### src/design/rvcl_sqrt_cell.sv
`default_nettype none
// One digit of a restoring integer square root; one root bit per cell
module rvcl_sqrt_cell #(
    parameter int QW  = 33,
    parameter int SBW = 17
) (
    input  wire logic            i_clk,
    input  wire logic            i_rst_n,
    input  wire logic            i_en,
    input  wire logic            i_vld,
    input  wire logic [QW+1:0]   i_rem,
    input  wire logic [QW-1:0]   i_root,
    input  wire logic [2*QW-1:0] i_rad,
    input  wire logic [SBW-1:0]  i_sb,
    output logic                 o_vld,
    output logic [QW+1:0]        o_rem,
    output logic [QW-1:0]        o_root,
    output logic [2*QW-1:0]      o_rad,
    output logic [SBW-1:0]       o_sb
);

    localparam int RW = 2 * QW;
    localparam int CW = QW + 4;

    logic          r_vld;
    logic [QW+1:0] r_rem;
    logic [QW-1:0] r_root;
    logic [RW-1:0] r_rad;
    logic [SBW-1:0] r_sb;

    logic [CW-1:0] cur;
    logic [CW-1:0] trial;
    logic          ge;
    logic [CW-1:0] diff;

    // bring down the next two radicand bits and try root*4+1
    always_comb begin
        cur   = {i_rem, i_rad[RW-1:RW-2]};
        trial = {2'b00, i_root, 2'b01};
        ge    = (cur >= trial);
        diff  = cur - trial;
    end

    always_ff @(posedge i_clk) begin
        if (!i_rst_n) begin
            r_vld <= 1'b0;
        end else if (i_en) begin
            r_vld <= i_vld;
        end
    end

    always_ff @(posedge i_clk) begin
        if (i_en) begin
            r_rem  <= ge ? diff[QW+1:0] : cur[QW+1:0];
            r_root <= {i_root[QW-2:0], ge};
            r_rad  <= {i_rad[RW-3:0], 2'b00};
            r_sb   <= i_sb;
        end
    end

    assign o_vld  = r_vld;
    assign o_rem  = r_rem;
    assign o_root = r_root;
    assign o_rad  = r_rad;
    assign o_sb   = r_sb;

endmodule
`default_nettype wire

### config.mk
export PLATFORM = sky130hd
export DESIGN_NAME = rvcl_sqrt_cell
export DESIGN_NICKNAME = d
export VERILOG_FILES = /design/src/design/rvcl_sqrt_cell.sv
export SDC_FILE = /design/constraint.sdc
export NUM_CORES = 1
export LEC_CHECK = 0
export BUFFER_PORTS_ARGS = -buffer_cell sky130_fd_sc_hd__buf_2
export CAP_MARGIN = 5
export CORE_MARGIN = 2
export CORE_UTILIZATION = 40
export CTS_CLUSTER_SIZE = 25
export DETAILED_ROUTE_END_ITERATION = 8
export GPL_TIMING_DRIVEN = 0
export PLACE_DENSITY = 0.73
export SLEW_MARGIN = 20
export SYNTH_ARGS = -nofsm -noshare
export SYNTH_HDL_FRONTEND = slang
export SYNTH_SLANG_ARGS = --single-unit
### constraint.sdc
create_clock -name i_clk -period 3.65 [get_ports i_clk]
set_clock_uncertainty 0.2 [all_clocks]
set_input_delay 0.1825 -clock i_clk [delete_from_list [all_inputs] [get_ports i_clk]]
set_output_delay 0.1825 -clock i_clk [all_outputs]
set_load 0.1 [all_outputs]
==> results of run 1 <==
[path summary, 6_finish.rpt]
kind | end | slack (ps) | cells past startpoint
max | o_rem[24] | 210 | 15
min | o_rem[33] | 60 | 4
max reg2reg | o_vld | 2200 | 3
min reg2reg | o_vld | 980 | 3
[layout make-up]
class                   count  area share [%]
clock buffers              18           3.972
inverters                  43           1.494
well taps                 220           2.547
flip-flops and latches    150           41.59
plain buffers              13          0.8453
multi-input cells         323           19.67
diodes                      1         0.02316
clock inverters            14           1.297
repair buffers            458           28.55
[metal layers]
| layer | vias to the layer above | global-route usage [%] |
|---|---|---|
| met5 | - | 0 |
| met4 | 0 | 12.33 |
| met3 | 50 | 5.105 |
| met2 | 244 | 42.44 |
| met1 | 2892 | 27.08 |
| li1 | 2903 | - |
[kinds of logic (layout without fill, tap and decap cells)]
family / count (synthesis) / count (layout) / share of synthesized area (%)
AO/OA/AOI/OAI: 136 / 136 / 12.39
adder cells (fa/ha/maj): 35 / 35 / 6.379
multiplexers: 3 / 3 / 0.5102
XOR/XNOR: 33 / 33 / 4.210
flip-flops: 150 / 150 / 65.46
other: 1 / 3 / 0.05462
buffers and inverters: 57 / 546 / 3.699
AND/OR/NAND/NOR: 114 / 114 / 7.290
[sequential cells by signal (all words and copies together) (netlist names)]
| signal | count |
|---|---|
| o_sb | 17 |
| o_root | 33 |
| o_rad | 64 |
| o_vld | 1 |
| o_rem | 35 |
[cells in the final DEF (no fill, tap or decap), types with 6 or more instances in the layout]
cell	netlist	final
dlygate4sd3_1	0	151
o21ai_0	13	13
clkbuf_16	0	17
ha_1	35	35
o21bai_1	6	6
a21oi_1	37	37
nand3_1	8	8
nand2_1	59	59
nor2_1	21	21
xor2_1	17	17
buf_2	2	305
inv_1	43	43
xnor2_1	16	16
o211ai_1	6	6
o21ai_1	29	29
edfxtp_1	149	149
a21o_1	19	19
[per-stage QoR]
| step | util [%] | setup slack (ps) | instances | hold slack (ps) | cell area, um2 |
|---|---|---|---|---|---|
| after floorplan | - | 716.3 | 530 | 81.37 | 6869 |
| after global placement | 51.89 | 225.0 | 1054 | 159.0 | 8666 |
| after detailed placement | 52.11 | 219.2 | 1055 | 160.8 | 8703 |
| after CTS | 64.57 | 87.56 | 1238 | 36.54 | 10780 |
| after global routing | 64.70 | 16.60 | 1240 | 74.50 | 10810 |
| final | 64.70 | 207.2 | 1240 | 55.53 | 10810 |
[report_power, final]
group,internal [mW],switching (mW)
Clock,0.904,0.783
Sequential,2.11,0.0466
Combinational,0.476,1.72
Total,3.49,2.55
[repair_timing]
action,in CTS,in global routing
resized for setup,0,5
setup endpoints to repair,0,34
hold buffers,151,0
hold endpoints to repair,192,0
setup buffers,0,2
[worst max-delay path, delay by kind of cell]
kind            cells  cell delay [ps]
simple gates        4             1150
compound gates      4              600
buf+inv             6             1190
fa+ha+maj           1              270
==> out/metrics.yaml, run 1 <==
status: "completed"
arrival_ps: 3400
hp-class: "in2reg"
first_iter_violations: 326
cts.sinks: 150
power_mw: 6.032
grt_pass1_vias: 6074
cts_tree: "done"
yosysTopAreaCell: "edfxtp_1"
viasPerCell: 4.910
dieHeight_um: 135.0
firstDrtPassIters: 5
fmax_mhz: 290.5
start_kind: "input pin"
drc_errors: 0
synth_ff_type: "edfxtp_1"
cpMaxStageDelayCell: "or4_1"
die-area_um2: 18230
worstReg2RegStart: "o_vld"
regArea_um2: 4494
slew_violations: 0
cts_buffers: 17
drt-met1-wl_um: 8729
coreArea_um2: 16700
drive_gt1_share_pct: 34.94
rsz0062_at_grt: "no"
hp-start: "i_rem[34]"
synthTopCellsByArea: "edfxtp_1 65%, ha_1 6.4%, nand2_1 3.2%"
grt_pass1_wl_um: 32750
ys_types: 48
multi_input_area_um2: 2126
hold_violations: 0
tightest_slew_ps: 565.0
num_io_pins: 307
ys_seq_area_share_pct: 65.46
wl_met2_um: 11540
p_per_area_nw_per_um2: 558.2
avgSynthCellArea_um2: 12.98
met3_length_um: 1398
yosys.cell_count.top_type: "edfxtp_1"
highest_layer: "met4"
nNetsFinal: 1196
ys_ff_latch: 150
async_flop_share_pct: 0
path_cells: "dlygate4sd3_1 -> buf_2 -> inv_1 -> ha_1 -> buf_2 -> nand2_1 -> or3_1 -> or4_1 -> o31a_1 -> o21ai_2 -> o211ai_2 -> buf_6 -> buf_6 -> nand2_1 -> o21ai_1"
setup_viol: 0
die_w_um: 135.0
totalWireLength_um: 22570
cts_max_level: 4
grt_overflow: 0
fin_crit_ps: 3443
cts-root-buf: "clkbuf_16"
grt_max_degree: 107
yosys_warnings: 0
cp.required_ps: 3610
fp-row-count: 47
netlist_instances: 529
ir_drop_v: 0.0003124
p_leak_nw: 4.809
io_buffers: 304
endpoint_kind: "flip-flop"
netlist.area_leader.share_pct: 65.17
worstSetupStartpoint: "i_root[9]"
max-clock-path-buffers: 2
setup-tns-final_ps: 0
clk_latency_ps: 410
grtUsageTotal_pct: 23.90
clk_pin_slew_worst_paths_ps: 70
synthTopCellsByCount: "149 x edfxtp_1, 59 x nand2_1, 43 x inv_1"
max-cap-violations: 0
gp_congestion: 0.8300
max_stage_delay_ps: 560
post-route-period-util_pct: 94.32
synth.cell_area_um2: 6865
start_util_pct: 41.11
antenna_found_initial: 1
synth_enable_flop_cells: 149
wire_per_inst_um: 18.20
fill_cells: 1256
num_vias: 6089
ant_nets: 0
slew_headroom_pct: 62.34
crit_fanout: 10
area_growth_pct: 57.39
worstSetupPathType: "in2reg"
hpwl_um: 14780
Note: power is estimated with default switching activity, not from simulation.
==> run 2: changes to the inputs <==
Clock period 3.65 ns to 3.2 ns, I/O delays scaled along.
==> run 2 against run 1 <==
  * Via count decreased by 0.53%
  * Combinational power up 14%
  * Sequential share of layout area about the same
  * Power rose by 14%
  * Clock power up 14%
  * Sequential power is 14% higher
  * Register-to-register slack worse by 390 ps
  * Routed wire length down 1.3%
  * Critical path depth shrank 3
  * Count of clock-buffer cells in the layout did not move
  * Global-route usage shrank 0.059 points
  * Final cell count up 0.16%
  * Critical path type unchanged
==> out/metrics.yaml, run 2 (synthesized netlist as in run 1, its figures left out) <==
setup_viol: 0  # unchanged
grt_max_degree: 107  # unchanged
antenna_found_initial: 1  # unchanged
crit_top_cell: "buf_2"
regArea_um2: 4494  # unchanged
fp-row-count: 47  # unchanged
pre_cts_ws_ps: -208.3  # -427.5 ps
start_kind: "input pin"
grt_overflow: 0  # unchanged
fmax_mhz: 330.4
clk_pin_slew_worst_paths_ps: 70  # about the same
cts-root-buf: "clkbuf_16"
final_cell_mix: "305 x buf_2, 151 x dlygate4sd3_1, 149 x edfxtp_1, 59 x nand2_1, 43 x inv_1"
io_buffers: 304  # unchanged
viasPerCell: 4.877  # -0.69%
drive_gt1_share_pct: 34.97  # about the same
cts_max_level: 4  # unchanged
r2r_slack_ps: 1810  # -390 ps
clk_latency_ps: 420  # about the same
placed_cell_area_um2: 8703  # unchanged
firstDrtPassIters: 4  # -1
setup-tns-final_ps: 0  # unchanged
ir_drop_v: 0.0003531  # +13%
nNetsFinal: 1198  # +0.17%
grt_pass1_vias: 6112  # +0.63%
max-clock-path-buffers: 2  # unchanged
cp.required_ps: 3170  # -440 ps
cts.sinks: 150  # unchanged
post-route-period-util_pct: 94.60
rsz0062_at_grt: "no"
r2r_cells: 3  # unchanged
status: "completed"
cpMaxStageDelayCell: "o211ai_1"
coreArea_um2: 16700  # unchanged
r2r-end: "o_vld"
ant_nets: 0  # unchanged
slew_violations: 0  # unchanged
start_util_pct: 41.11  # unchanged
min_delay_worst_endpoint: "o_rem[33]"
fin_crit_ps: 3027
largest_reg_flops: 64  # unchanged
worstReg2RegStart: "o_vld"
hpwl_um: 14780  # unchanged
num_vias: 6057  # -0.53%
endpoint_kind: "flip-flop"
worstSetupStartpoint: "i_root[9]"
dpl.cell_count: 1055  # unchanged
max-cap-violations: 0  # unchanged
cts_tree: "done"
worstSetupPathType: "in2reg"
final_cell_count_no_fill: 1242  # +0.16%
grt_pass1_wl_um: 32700  # -0.17%
hp-start: "i_rem[33]"
hold-worst-slack_ps: 33.96  # -21.57 ps
die_w_um: 135.0  # unchanged
timing.final.ws_setup_ps: 172.9  # -34.26 ps
grtUsageTotal_pct: 23.84  # -0.059 points
p_per_area_nw_per_um2: 634.9  # +14%
cts_buffers: 17  # unchanged
fill_cells: 1242  # -1.1%
totalWireLength_um: 22280  # -1.3%
hold_violations: 0  # unchanged
multi_input_area_um2: 2126  # unchanged
gp_congestion: 0.8300  # unchanged
wire_per_inst_um: 17.93  # -1.5%
final_area_um2: 10820  # +0.10%
area_growth_pct: 57.55
cp.buffers_inverters: 3  # -3
p_leak_nw: 4.815  # +0.12%
crit_fanout: 7  # -3
num_io_pins: 307  # unchanged
drc_errors: 0  # unchanged
hp-class: "in2reg"
tightest_slew_ps: 737.3  # +172.3 ps
first_iter_violations: 336  # +3.1%
die-area_um2: 18230  # unchanged
arrival_ps: 3000  # -400 ps
max_stage_delay_ps: 630  # +70 ps
path_cells: "buf_2 -> inv_1 -> ha_1 -> buf_2 -> nand2_1 -> or3_1 -> o211ai_1 -> a21oi_1 -> o21ai_0 -> a31oi_1 -> xor2_1 -> o21ai_1"
dieHeight_um: 135.0  # unchanged
final_core_util_pct: 64.77  # +0.067 points
slew_headroom_pct: 50.63  # -12 points
layout_commonest_cell: "buf_2"
power_mw: 6.868  # +14%
critPathTopFamily: "compound AO/OA/AOI/OAI gates"
min_path_cells: 4  # unchanged
run 2: cell types whose count changed in the layout (fill, tap and decap cells not counted), sizes merged:
cell / delta
buf: +1
clkbuf: +1
run 2: power by group:
part           switching, mW  internal [mW]
logic                   1.95          0.544
registers             0.0513           2.40
clock network          0.889           1.03
total                   2.89           3.98
run 2: per-layer routing:
| layer | up-vias | track usage, % | routed length, um |
|---|---|---|---|
| li1 | 2916 | - | - |
| met4 | 0 | 11.05 | 925 |
| met3 | 55 | 6.456 | 1504 |
| met1 | 2823 | 26.46 | 8563 |
| met5 | - | 0 | 0 |
| met2 | 263 | 42.55 | 11280 |
run 2: worst max-delay path by stage:
stage,to,depth (start not counted)
6_report,o_rem[28],12
5_1_grt,o_rem[28],12
4_1_cts,o_rem[23],11
3_5_place_dp,o_rem[26],14
3_3_place_gp,o_rem[28],12
2_1_floorplan,o_rem[17],11
run 2: final cells by class:
type	instances	share of cell area, %
sequential	150	41.55
timing repair buffer	459	28.59
multi-input combinational	323	19.65
clock buffer	18	3.968
tap	220	2.545
inverter	43	1.492
clock inverter	14	1.296
buffer	14	0.8791
antenna	1	0.02313
run 2: worst reg2reg max path: cells and delay by family, from the launching register on:
kind	cells	cell delay [ps]
multiplexers	1	140
flip-flops	1	320
buffers and inverters	1	560
AND/OR/NAND/NOR	1	60
run 2: timing repair:
item	CTS	global route
setup buffers	0	3
hold buffers	151	0
endpoints found under the setup margin	0	34
hold endpoints to repair	192	0
gates resized for setup	0	5
