==> src/design/rvcl_div_cell.sv <==
`default_nettype none
// One step of a restoring divider; one quotient bit per cell
module rvcl_div_cell #(
    parameter int QW = 33,
    parameter int DW = 16
) (
    input  wire logic          i_clk,
    input  wire logic          i_rst_n,
    input  wire logic          i_en,
    input  wire logic          i_vld,
    input  wire logic [DW-1:0] i_rem,
    input  wire logic [QW-1:0] i_dvd,
    input  wire logic [DW-1:0] i_dvs,
    input  wire logic          i_hit,
    output logic               o_vld,
    output logic [DW-1:0]      o_rem,
    output logic [QW-1:0]      o_dvd,
    output logic [DW-1:0]      o_dvs,
    output logic               o_hit
);

    logic          r_vld;
    logic [DW-1:0] r_rem;
    logic [QW-1:0] r_dvd;
    logic [DW-1:0] r_dvs;
    logic          r_hit;

    logic [DW:0] cur;
    logic [DW:0] diff;
    logic        ge;

    // shift in the next dividend bit and try to subtract the divisor
    always_comb begin
        cur  = {i_rem, i_dvd[QW-1]};
        ge   = (cur >= {1'b0, i_dvs});
        diff = cur - {1'b0, i_dvs};
    end

    always_ff @(posedge i_clk) begin
        if (!i_rst_n) begin
            r_vld <= 1'b0;
        end else if (i_en) begin
            r_vld <= i_vld;
        end
    end

    // quotient bits enter at the bottom as dividend bits leave the top
    always_ff @(posedge i_clk) begin
        if (i_en) begin
            r_rem <= ge ? diff[DW-1:0] : cur[DW-1:0];
            r_dvd <= {i_dvd[QW-2:0], ge};
            r_dvs <= i_dvs;
            r_hit <= i_hit;
        end
    end

    assign o_vld = r_vld;
    assign o_rem = r_rem;
    assign o_dvd = r_dvd;
    assign o_dvs = r_dvs;
    assign o_hit = r_hit;

endmodule
`default_nettype wire

==> config.mk <==
export PLATFORM = sky130hd
export DESIGN_NAME = rvcl_div_cell
export DESIGN_NICKNAME = d
export VERILOG_FILES = /design/src/design/rvcl_div_cell.sv
export SDC_FILE = /design/constraint.sdc
export NUM_CORES = 1
export LEC_CHECK = 0
export ABC_AREA = 1
export ABC_CLOCK_PERIOD_IN_PS = 2000
export BUFFER_PORTS_ARGS = -buffer_cell sky130_fd_sc_hd__buf_4
export CAP_MARGIN = 40
export CELL_PAD_IN_SITES_DETAIL_PLACEMENT = 1
export CELL_PAD_IN_SITES_GLOBAL_PLACEMENT = 2
export CORE_ASPECT_RATIO = 1.5
export CORE_MARGIN = 5
export CORE_UTILIZATION = 29
export CTS_BUF_LIST = sky130_fd_sc_hd__clkbuf_8
export DETAILED_ROUTE_END_ITERATION = 10
export PLACE_DENSITY_LB_ADDON = 0.1
export SLEW_MARGIN = 10
export SYNTH_ARGS = -nofsm -noshare
export SYNTH_HDL_FRONTEND = slang
export SYNTH_SLANG_ARGS = --single-unit
==> constraint.sdc <==
create_clock -name i_clk -period 2 [get_ports i_clk]
set_input_delay 0 -clock i_clk [delete_from_list [all_inputs] [get_ports i_clk]]
set_output_delay 0 -clock i_clk [all_outputs]
set_load 0.05 [all_outputs]
==> flow_summary.yaml, run 1 <==
grt:
  grt_antenna_before_repair: 0
  grt_start_max_net_pins: 37
  track_usage_pct: 15.9
  grt_pass1_wl_um: 16900
  overflow: 0
  grt_pass1_vias: 3372
floorplan:
  io_pins: 137
  rows: 48
  core_area_mm2: 0.0114
  die_w_um: 97.6
  dieArea_mm2: 0.0138
  die_h_um: 141
  start_util_pct: 29.2
sta:
  setup_viol: 0
  skew_ps: 0
  maxSlewHeadroom_pct: 67.4
  hold_viol_final: 0
  drv_slew: 0
  timing.setup.tns_ps: 0
  tightestPinTransition_ps: 488
  rsz0062_at_grt: "false"
  clock.fmax_ghz: 0.534
  hold-worst-slack_ps: 24.3
  fin_ws_ps: 128
  period_needed_ps: 1870
  finalCritPeriodShare_pct: 93.6
logic_synthesis:
  yosysSeqAreaShare_pct: 60.0
  synth_common_cells: "nand2_1, edfxtp_1, inv_1, nand3_1"
  syn_avg_cell_area_um2: 9.84
  ys_ff_latch: 67
  yosysMostFrequentCell: "nand2_1"
  synth_cells: 339
  synthDistinctLibCells: 23
  synth_area_leaders: "edfxtp_1, nand2_1, inv_1"
  synth_edf_count: 66
  synthArstFlopShare_pct: 0
  synth_nets: 426
  yosysWarnings: 0
  yosysTopAreaCellShare_pct: 59.4
  synth_area_mm2: 0.00333
  yosysTopAreaCell: "edfxtp_1"
  synth_ff_type: "edfxtp_1"
worst_setup_path:
  crit_path_start_kind: "primary input"
  r2r-start: "o_vld$_SDFFE_PN0P_"
  arrival_ps: 1970
  crit_path_max_fanout: 6
  crit_start: "i_dvs[5]"
  rrSetupSlack_ps: 780
  r2r_cells: 3
  worstSetupEndpoint: "o_rem[7]$_DFFE_PP_"
  crit_path_end_kind: "register"
  r2r-end: "o_vld$_SDFFE_PN0P_"
  crit_required_ps: 2100
  crit_type: "primary input to register"
worst_hold_path:
  min_path_type: "primary input to register"
route:
  viasPerCell: 4.31
  drtPass1Iterations: 4
  drc_errors: 0
  wl_um: 10700
  ant_nets: 0
  first_iter_violations: 35
  vias: 3059
  wire_per_inst_um: 15.1
cts:
  ctsHtreeMaxLevel: 3
  clock_latency_ps: 340
  cts.clk_slew.worst_paths_ps: 80
  cts_buffer_depth: 2
  cts_setup_buffers: 0
  cts_tree: "built"
  clock-sinks: 67
  cts_buffers: 9
  root_buffer: "clkbuf_8"
finish:
  n_antenna_cell: 0
  nets: 641
  fill_cells: 1308
  syn2layout_area_growth_pct: 65.7
  design_area_mm2: 0.00553
  drive_gt1_share_pct: 32.9
status:
  status: "completed"
power_and_ir_drop:
  leakagePower_nw: 2.64
  ir_drop_uv: 351
  p_per_area_mw_per_mm2: 794
flow_run:
  cap_viol_max_count: 0
placed_design:
  place_ws_ps: 130
  port_buffers: 136
  place_hpwl_um: 7960
  place_area_mm2: 0.00456
  gp_congestion: 0.813
layout make-up:
| class | count | area (µm²) | share of cell area (%) |
|---|---|---|---|
| well taps | 150 | 188 | 3.40 |
| multi-input cells | 208 | 1150 | 20.8 |
| flip-flops and latches | 67 | 2000 | 36.2 |
| clock buffers | 10 | 138 | 2.49 |
| repair buffers | 207 | 1730 | 31.4 |
| inverters | 61 | 229 | 4.14 |
| clock inverters | 6 | 87.6 | 1.58 |
layout by cell type (no fill, tap or decap), drive strengths merged:
cell type	count
buf	142
nand2	122
edfxtp	66
dlygate4sd3	65
inv	62
nand3	19
nor2	19
ha	16
a21oi	10
clkbuf	10
xor2	5
nand4	4
o21ai	3
clkinv	3
and2	2
nand3b	2
bufinv	2
nor3	2
or2	1
o21bai	1
xnor2	1
fa	1
dfxtp	1
metrics by stage:
stage | total power [mW] | util [%] | instances
after floorplan | 2.56 | - | 339
after global placement | 3.00 | 39.9 | 628
after detailed placement | 3.03 | 39.9 | 628
after CTS | 4.44 | 47.6 | 709
after global routing | 4.64 | 48.4 | 709
final | 4.39 | 48.4 | 709
per-layer routing:
layer	global-route usage (%)	up-vias	part of all wire, %
met1	15.0	1432	35
met5	0	-	0
met3	4.18	14	5.2
met4	5.69	0	1.7
met2	32.1	96	58
li1	-	1517	-
logic make-up (layout without fill, tap and decap cells):
logic type | Yosys count | count (layout) | share of synthesized area (%)
compound gates | 14 | 14 | 2.18
xor+xnor | 6 | 6 | 1.58
fa+ha+maj | 17 | 17 | 6.60
buf+inv | 64 | 284 | 8.14
flops | 67 | 67 | 60.0
simple gates | 171 | 171 | 21.5
registers in the layout, indices dropped and copies added, names as in the netlist:
name   cells
o_hit      1
o_vld      1
o_dvd     33
o_rem     16
o_dvs     16
repair_timing:
action,CTS,global route
endpoints found under the setup margin,0,16
hold endpoints to repair,64,0
hold buffers,65,0
resized for setup,0,21
worst max-delay path, cell delays in order:
cell and delay [ps]:
dlygate4sd3_1 560, buf_4 120, inv_1 50, ha_4 280
nand2_1 90, nor2_2 160, nand2_1 110, nand3_2 100
nand2_1 70, nand2_2 80, inv_2 70, buf_4 170
nand2_1 60, nand2_1 50
worst min-delay path by stage:
stage	end	slack (ps)	from	cells past startpoint
after floorplan	o_vld$_SDFFE_PN0P_	90	i_en	1
after global placement	o_dvd[13]$_DFFE_PP_	180	i_dvd[12]	1
after detailed placement	o_dvd[30]$_DFFE_PP_	180	i_dvd[29]	1
after CTS	o_rem[0]$_DFFE_PP_	4	i_dvd[32]	3
after global routing	o_rem[0]$_DFFE_PP_	40	i_dvd[32]	3
final	o_rem[0]$_DFFE_PP_	20	i_dvd[32]	3
where the power goes:
part / internal, mW / switching (mW) / total, mW
sequential: 1.70 / 0.0389 / 1.74
clock: 0.738 / 0.537 / 1.28
combinational: 0.499 / 0.873 / 1.37
total: 2.94 / 1.45 / 4.39
Power figures use the tool's default switching activity.
==> run 2: changes to the inputs <==
ABC_AREA = unset   (was 1)
CORE_MARGIN = unset   (was 5)
CORE_UTILIZATION = 31   (was 29)
==> run 2 against run 1 <==
- worst hold slack got worse by 6.5 ps
- design area rose by 0.41%
- synthesized cell count fell by 35%
- die area fell by 22%
- sequential power barely moved
- register-to-register slack improved by 50 ps
- maximum frequency rose by 1.4%
- via count fell by 10%
- sequential share of layout area fell by 0.15 points
- first-iteration DRC count rose to 2.6 times the previous value
- critical path depth fell by 6
- clock-buffer cell count fell by 1
- critical path type unchanged
- critical endpoint is now o_rem[12]$_DFFE_PP_
==> flow_summary.yaml, run 2 <==
worst_setup_path:
  slowest_stage: "a211o_1"
  critPathMaxStageDelay_ps: 360
  critPathTopFamily: "compound AO/OA/AOI/OAI gates"
  crit_path_end_kind: "register"
  arrival_ps: 1940
  crit_path_max_fanout: 4
  crit_path_start_kind: "primary input"
  crit_buf_inv: 1
  crit_required_ps: 2100
  crit_type: "primary input to register"
  crit_path_cell_trace: "buf_4 > ha_1 > nor2b_1 > o31ai_1 > a21oi_1 > a211o_1 > xor2_1 > mux2_4"
sta:
  skew_ps: 0
  setup_viol: 0
  rsz0062_at_grt: "false"
  period_needed_ps: 1850
  hold_viol_final: 0
  fin_ws_ps: 153
  tightestPinTransition_ps: 392
  finalCritPeriodShare_pct: 92.3
  maxSlewHeadroom_pct: 73.7
  hold-worst-slack_ps: 17.8
  clock.fmax_ghz: 0.542
  drv_slew: 0
finish:
  layout_commonest_cell: "buf_4"
  n_antenna_cell: 0
  syn2layout_area_growth_pct: 72.9
  fin_util_pct: 55.1
  design_area_mm2: 0.00555
  final_cell_mix: "buf_4, edfxtp_1, dlygate4sd3_1"
  largest_reg_flops: 33
  fill_cells: 1040
  nets: 552
  drive_gt1_share_pct: 44.0
power_and_ir_drop:
  leakagePower_nw: 2.51
  ir_drop_uv: 389
  fin_total_pwr_mw: 4.66
  p_per_area_mw_per_mm2: 840
logic_synthesis:
  synth_edf_count: 66
  yosysMostFrequentCell: "edfxtp_1"
  synth_ff_type: "edfxtp_1"
  synth_top_family_by_area: "compound AO/OA/AOI/OAI gates"
  synth_cells: 222
  synthXorXnorAreaFrac_pct: 2.46
  synth-compound-area-share_pct: 12.6
  synth_common_cells: "edfxtp_1, inv_1, ha_1, nor2_1, o21ai_0"
  synthDistinctLibCells: 47
  yosysTopAreaCellShare_pct: 61.8
  yosys-mux-area-fraction_pct: 4.72
  synthArstFlopShare_pct: 0
  yosysSeqAreaShare_pct: 62.4
  synth_nets: 309
  synth_area_mm2: 0.00321
  syn_avg_cell_area_um2: 14.5
  synthAdderAreaFrac_pct: 6.86
  synth_area_leaders: "edfxtp_1, ha_1, mux2_4"
  yosysTopAreaCell: "edfxtp_1"
  ys_ff_latch: 67
  synth-simple-area-share_pct: 6.67
  yosysWarnings: 0
route:
  wl_um: 9500
  drtPass1Iterations: 4
  first_iter_violations: 91
  wire_per_inst_um: 16.2
  viasPerCell: 4.67
  drc_errors: 0
  vias: 2743
  ant_nets: 0
cts:
  clock-sinks: 67
  cts_buffer_depth: 2
  ctsResizeCount: 0
  cts_buffers: 9
  root_buffer: "clkbuf_8"
  cts.clk_slew.worst_paths_ps: 80
  clock_latency_ps: 340
  cts_tree: "built"
  ctsHtreeMaxLevel: 3
floorplan:
  die_w_um: 85.1
  die_h_um: 127
  rows: 45
  io_pins: 137
  start_util_pct: 31.8
  core_area_mm2: 0.0101
  dieArea_mm2: 0.0108
placed_design:
  place_ws_ps: -218
  place_hpwl_um: 6570
  place_area_mm2: 0.00464
  gp_congestion: 0.777
  port_buffers: 136
grt:
  grt_pass1_vias: 3021
  track_usage_pct: 18.5
  grt_pass1_wl_um: 15100
  grt_start_max_net_pins: 30
  overflow: 0
  grt_antenna_before_repair: 0
status:
  status: "completed"
flow_run:
  cap_viol_max_count: 0
worst_hold_path:
  min_path_type: "primary input to register"
-- run 2: path summary, 6_finish.rpt --
check,start,to,slack (ps),cells past startpoint
setup / recovery,i_rem[1],o_rem[12]$_DFFE_PP_,150,8
hold / removal,i_rem[13],o_rem[14]$_DFFE_PP_,20,3
setup reg to reg,o_vld$_SDFFE_PN0P_,o_vld$_SDFFE_PN0P_,830,3
hold reg to reg,o_vld$_SDFFE_PN0P_,o_vld$_SDFFE_PN0P_,1110,3
-- run 2: report_power, final --
| part | switching, mW | internal (mW) | leakage (nW) | total, mW |
|---|---|---|---|---|
| Sequential | 0.0386 | 1.70 | 0.654 | 1.74 |
| Combinational | 0.825 | 0.594 | 1.72 | 1.42 |
| Clock | 0.544 | 0.955 | 0.135 | 1.50 |
-- run 2: metal layers --
layer / vias to the layer above / track usage (%) / wire (µm)
li1: 1331 / - / -
met1: 1302 / 18.9 / 3500
met2: 99 / 35.6 / 5230
met3: 11 / 4.23 / 620
met4: 0 / 7.08 / 145
met5: - / 0 / 0
-- run 2: what timing repair did --
| action | in CTS | in global routing |
|---|---|---|
| hold buffers | 64 | 0 |
| buffers inserted | 0 | 0 |
| endpoints found under the hold margin | 63 | 0 |
-- run 2: stage by stage --
step,TNS (ps),instances
2_1_floorplan,-1560,222
3_3_place_gp,-1430,507
3_5_place_dp,-1990,507
4_1_cts,0,587
5_1_grt,0,587
6_report,0,587
-- run 2: cells by family after synthesis --
family	Yosys count
AOI/OAI and AO/OA	52
xor gates and xnor gates	9
adders and majority gates	17
buffers and inverters	25
DFF	67
muxes	11
and+or+nand+nor	41
-- run 2: worst reg2reg max path, cell delays in order (launching register included) --
cell and delay (ps):
dfxtp_1 310, mux2i_1 120, nor2b_1 70, dlygate4sd3_1 560
-- run 2: layout make-up --
| cell class | count | area (µm²) | area share [%] |
|---|---|---|---|
| Sequential cell | 67 | 2000 | 36.1 |
| Timing Repair Buffer | 237 | 1950 | 35.2 |
| Multi-Input combinational cell | 130 | 1090 | 19.7 |
| Tap cell | 117 | 146 | 2.64 |
| Clock inverter | 7 | 141 | 2.55 |
| Clock buffer | 9 | 124 | 2.23 |
| Inverter | 20 | 90.1 | 1.62 |
==> run 3: changes to the inputs <==
ABC_AREA = 1   (was unset)
CORE_UTILIZATION = 29   (was 31)
PLACE_DENSITY = 0.89   (was unset)
PLACE_DENSITY_LB_ADDON = unset   (was 0.1)
==> run 3 against run 2 <==
- non-clock buffer count is 32 lower
- utilization is 6.5 points lower
- global-route usage is 0.45 points lower
- clock-buffer cell count stayed put
- worst setup slack better by 4.6 ps
- design area is 2.7% lower
- largest cell class unchanged
==> flow_summary.yaml, run 3 (synthesized netlist as in run 1, its figures left out) <==
cts:
  cts_buffers: 9
  root_buffer: "clkbuf_8"
  cts_buffer_depth: 2
  ctsHtreeMaxLevel: 3
  clock_latency_ps: 330
  cts_tree: "built"
  cts.clk_slew.worst_paths_ps: 80
  clock-sinks: 67
grt:
  track_usage_pct: 18.0
  grt_antenna_before_repair: 0
  grtUsageMet1_pct: 17.9
  gr-usage-met3_pct: 3.28
  grt_pass1_vias: 3313
  grt_start_max_net_pins: 47
  overflow: 0
  busiest_layer: "met2"
  grt_pass1_wl_um: 16000
  met2_usage_pct: 35.9
route:
  first_iter_violations: 65
  wl_um: 10100
  wire_per_inst_um: 14.4
  vias: 3050
  drtPass1Iterations: 4
  drc_errors: 0
  ant_nets: 0
  viasPerCell: 4.33
worst_setup_path:
  crit_path_end_kind: "register"
  critPathMaxStageDelay_ps: 530
  crit_path_start_kind: "primary input"
  critPathTopFamily: "buffers and inverters"
  crit_path_max_fanout: 5
  crit_top_cell: "nand2_1"
  arrival_ps: 1950
  crit_buf_inv: 6
  crit_type: "primary input to register"
  slowest_stage: "dlygate4sd3_1"
  crit_required_ps: 2110
  crit_path_cell_trace: "dlygate4sd3_1 > buf_4 > inv_1 > ha_1 > nand2_1 > inv_1 > nand3_1 > nor2_1 > nor2_1 > nand2_2 > clkinvlp_4 > buf_4 > nand2_1 > nand2_1"
status:
  status: "completed"
worst_hold_path:
  min_path_type: "primary input to register"
sta:
  rsz0062_at_grt: "false"
  skew_ps: 0
  hold_viol_final: 0
  timing.setup.tns_ps: 0
  clock.fmax_ghz: 0.543
  tightestPinTransition_ps: 415
  maxSlewHeadroom_pct: 72.3
  drv_slew: 0
  period_needed_ps: 1840
  finalCritPeriodShare_pct: 92.1
  setup_viol: 0
floorplan:
  die_h_um: 133
  start_util_pct: 30.0
  core_area_mm2: 0.0111
  io_pins: 137
  dieArea_mm2: 0.0119
  rows: 47
  die_w_um: 89.6
placed_design:
  gp_congestion: 0.811
  port_buffers: 136
  place_hpwl_um: 7180
  placed_cells: 621
power_and_ir_drop:
  ir_drop_uv: 366
  leakagePower_nw: 2.61
  p_per_area_mw_per_mm2: 779
flow_run:
  cap_viol_max_count: 0
finish:
  nets: 639
  fill_cells: 1276
  final_cell_mix: "buf_4, nand2_1, edfxtp_1"
  fin_cells: 704
  layout_commonest_cell: "buf_4"
  largest_reg_flops: 33
  n_antenna_cell: 0
  seq_area_mm2: 0.00200
  multi_input_comb_area_mm2: 0.00106
  drive_gt1_share_pct: 29.4
  syn2layout_area_growth_pct: 62.0
## run 3: final timing paths
check | startpoint | slack [ps] | endpoint | cells past startpoint
worst max register to register | o_vld$_SDFFE_PN0P_ | 720 | o_vld$_SDFFE_PN0P_ | 3
worst min-delay path | i_dvd[32] | 20 | o_rem[0]$_DFFE_PP_ | 3
worst min register to register | o_vld$_SDFFE_PN0P_ | 1180 | o_vld$_SDFFE_PN0P_ | 3
worst max-delay path | i_dvs[13] | 160 | o_rem[15]$_DFFE_PP_ | 14
## run 3: what timing repair did
action	4_1_cts	5_1_grt
endpoints found under the setup margin	0	14
setup buffers	0	2
hold endpoints to repair	64	0
hold buffers	65	0
resized for setup	0	1
## run 3: per-layer routing
| metal | part of all wire (%) | wire (µm) | up-vias |
|---|---|---|---|
| met5 | 0 | 0 | - |
| met4 | 1.3 | 134 | 0 |
| met3 | 4.1 | 410 | 10 |
| met2 | 58 | 5880 | 83 |
| met1 | 37 | 3700 | 1443 |
| li1 | - | - | 1514 |
## run 3: per-stage QoR
step	instance area (µm²)	utilization (%)	power (mW)	hold WS, ps	worst slack (ps)
after floorplan	3330	-	2.56	93.5	530
final	5400	48.6	4.21	20.2	158
after detailed placement	4520	40.7	3.00	180	49.1
after CTS	5370	48.3	4.23	16.1	27.8
after global routing	5400	48.6	4.42	49.2	12.2
after global placement	4520	40.7	2.98	179	89.8
## run 3: worst min-delay path: cells and delay by family
family | cells | cell delay, ps
AO/OA/AOI/OAI | 1 | 140
buffers and inverters | 2 | 120
## run 3: cell type report
class / count / share of cell area [%]
flip-flops and latches: 67 / 37.1
repair buffers: 205 / 32.0
multi-input cells: 208 / 19.6
inverters: 61 / 4.31
well taps: 147 / 3.41
clock buffers: 9 / 2.29
clock inverters: 7 / 1.30
## run 3: report_power, final
| part | internal (mW) | switching [mW] |
|---|---|---|
| registers | 1.70 | 0.0390 |
| clock network | 0.571 | 0.560 |
| logic | 0.482 | 0.854 |
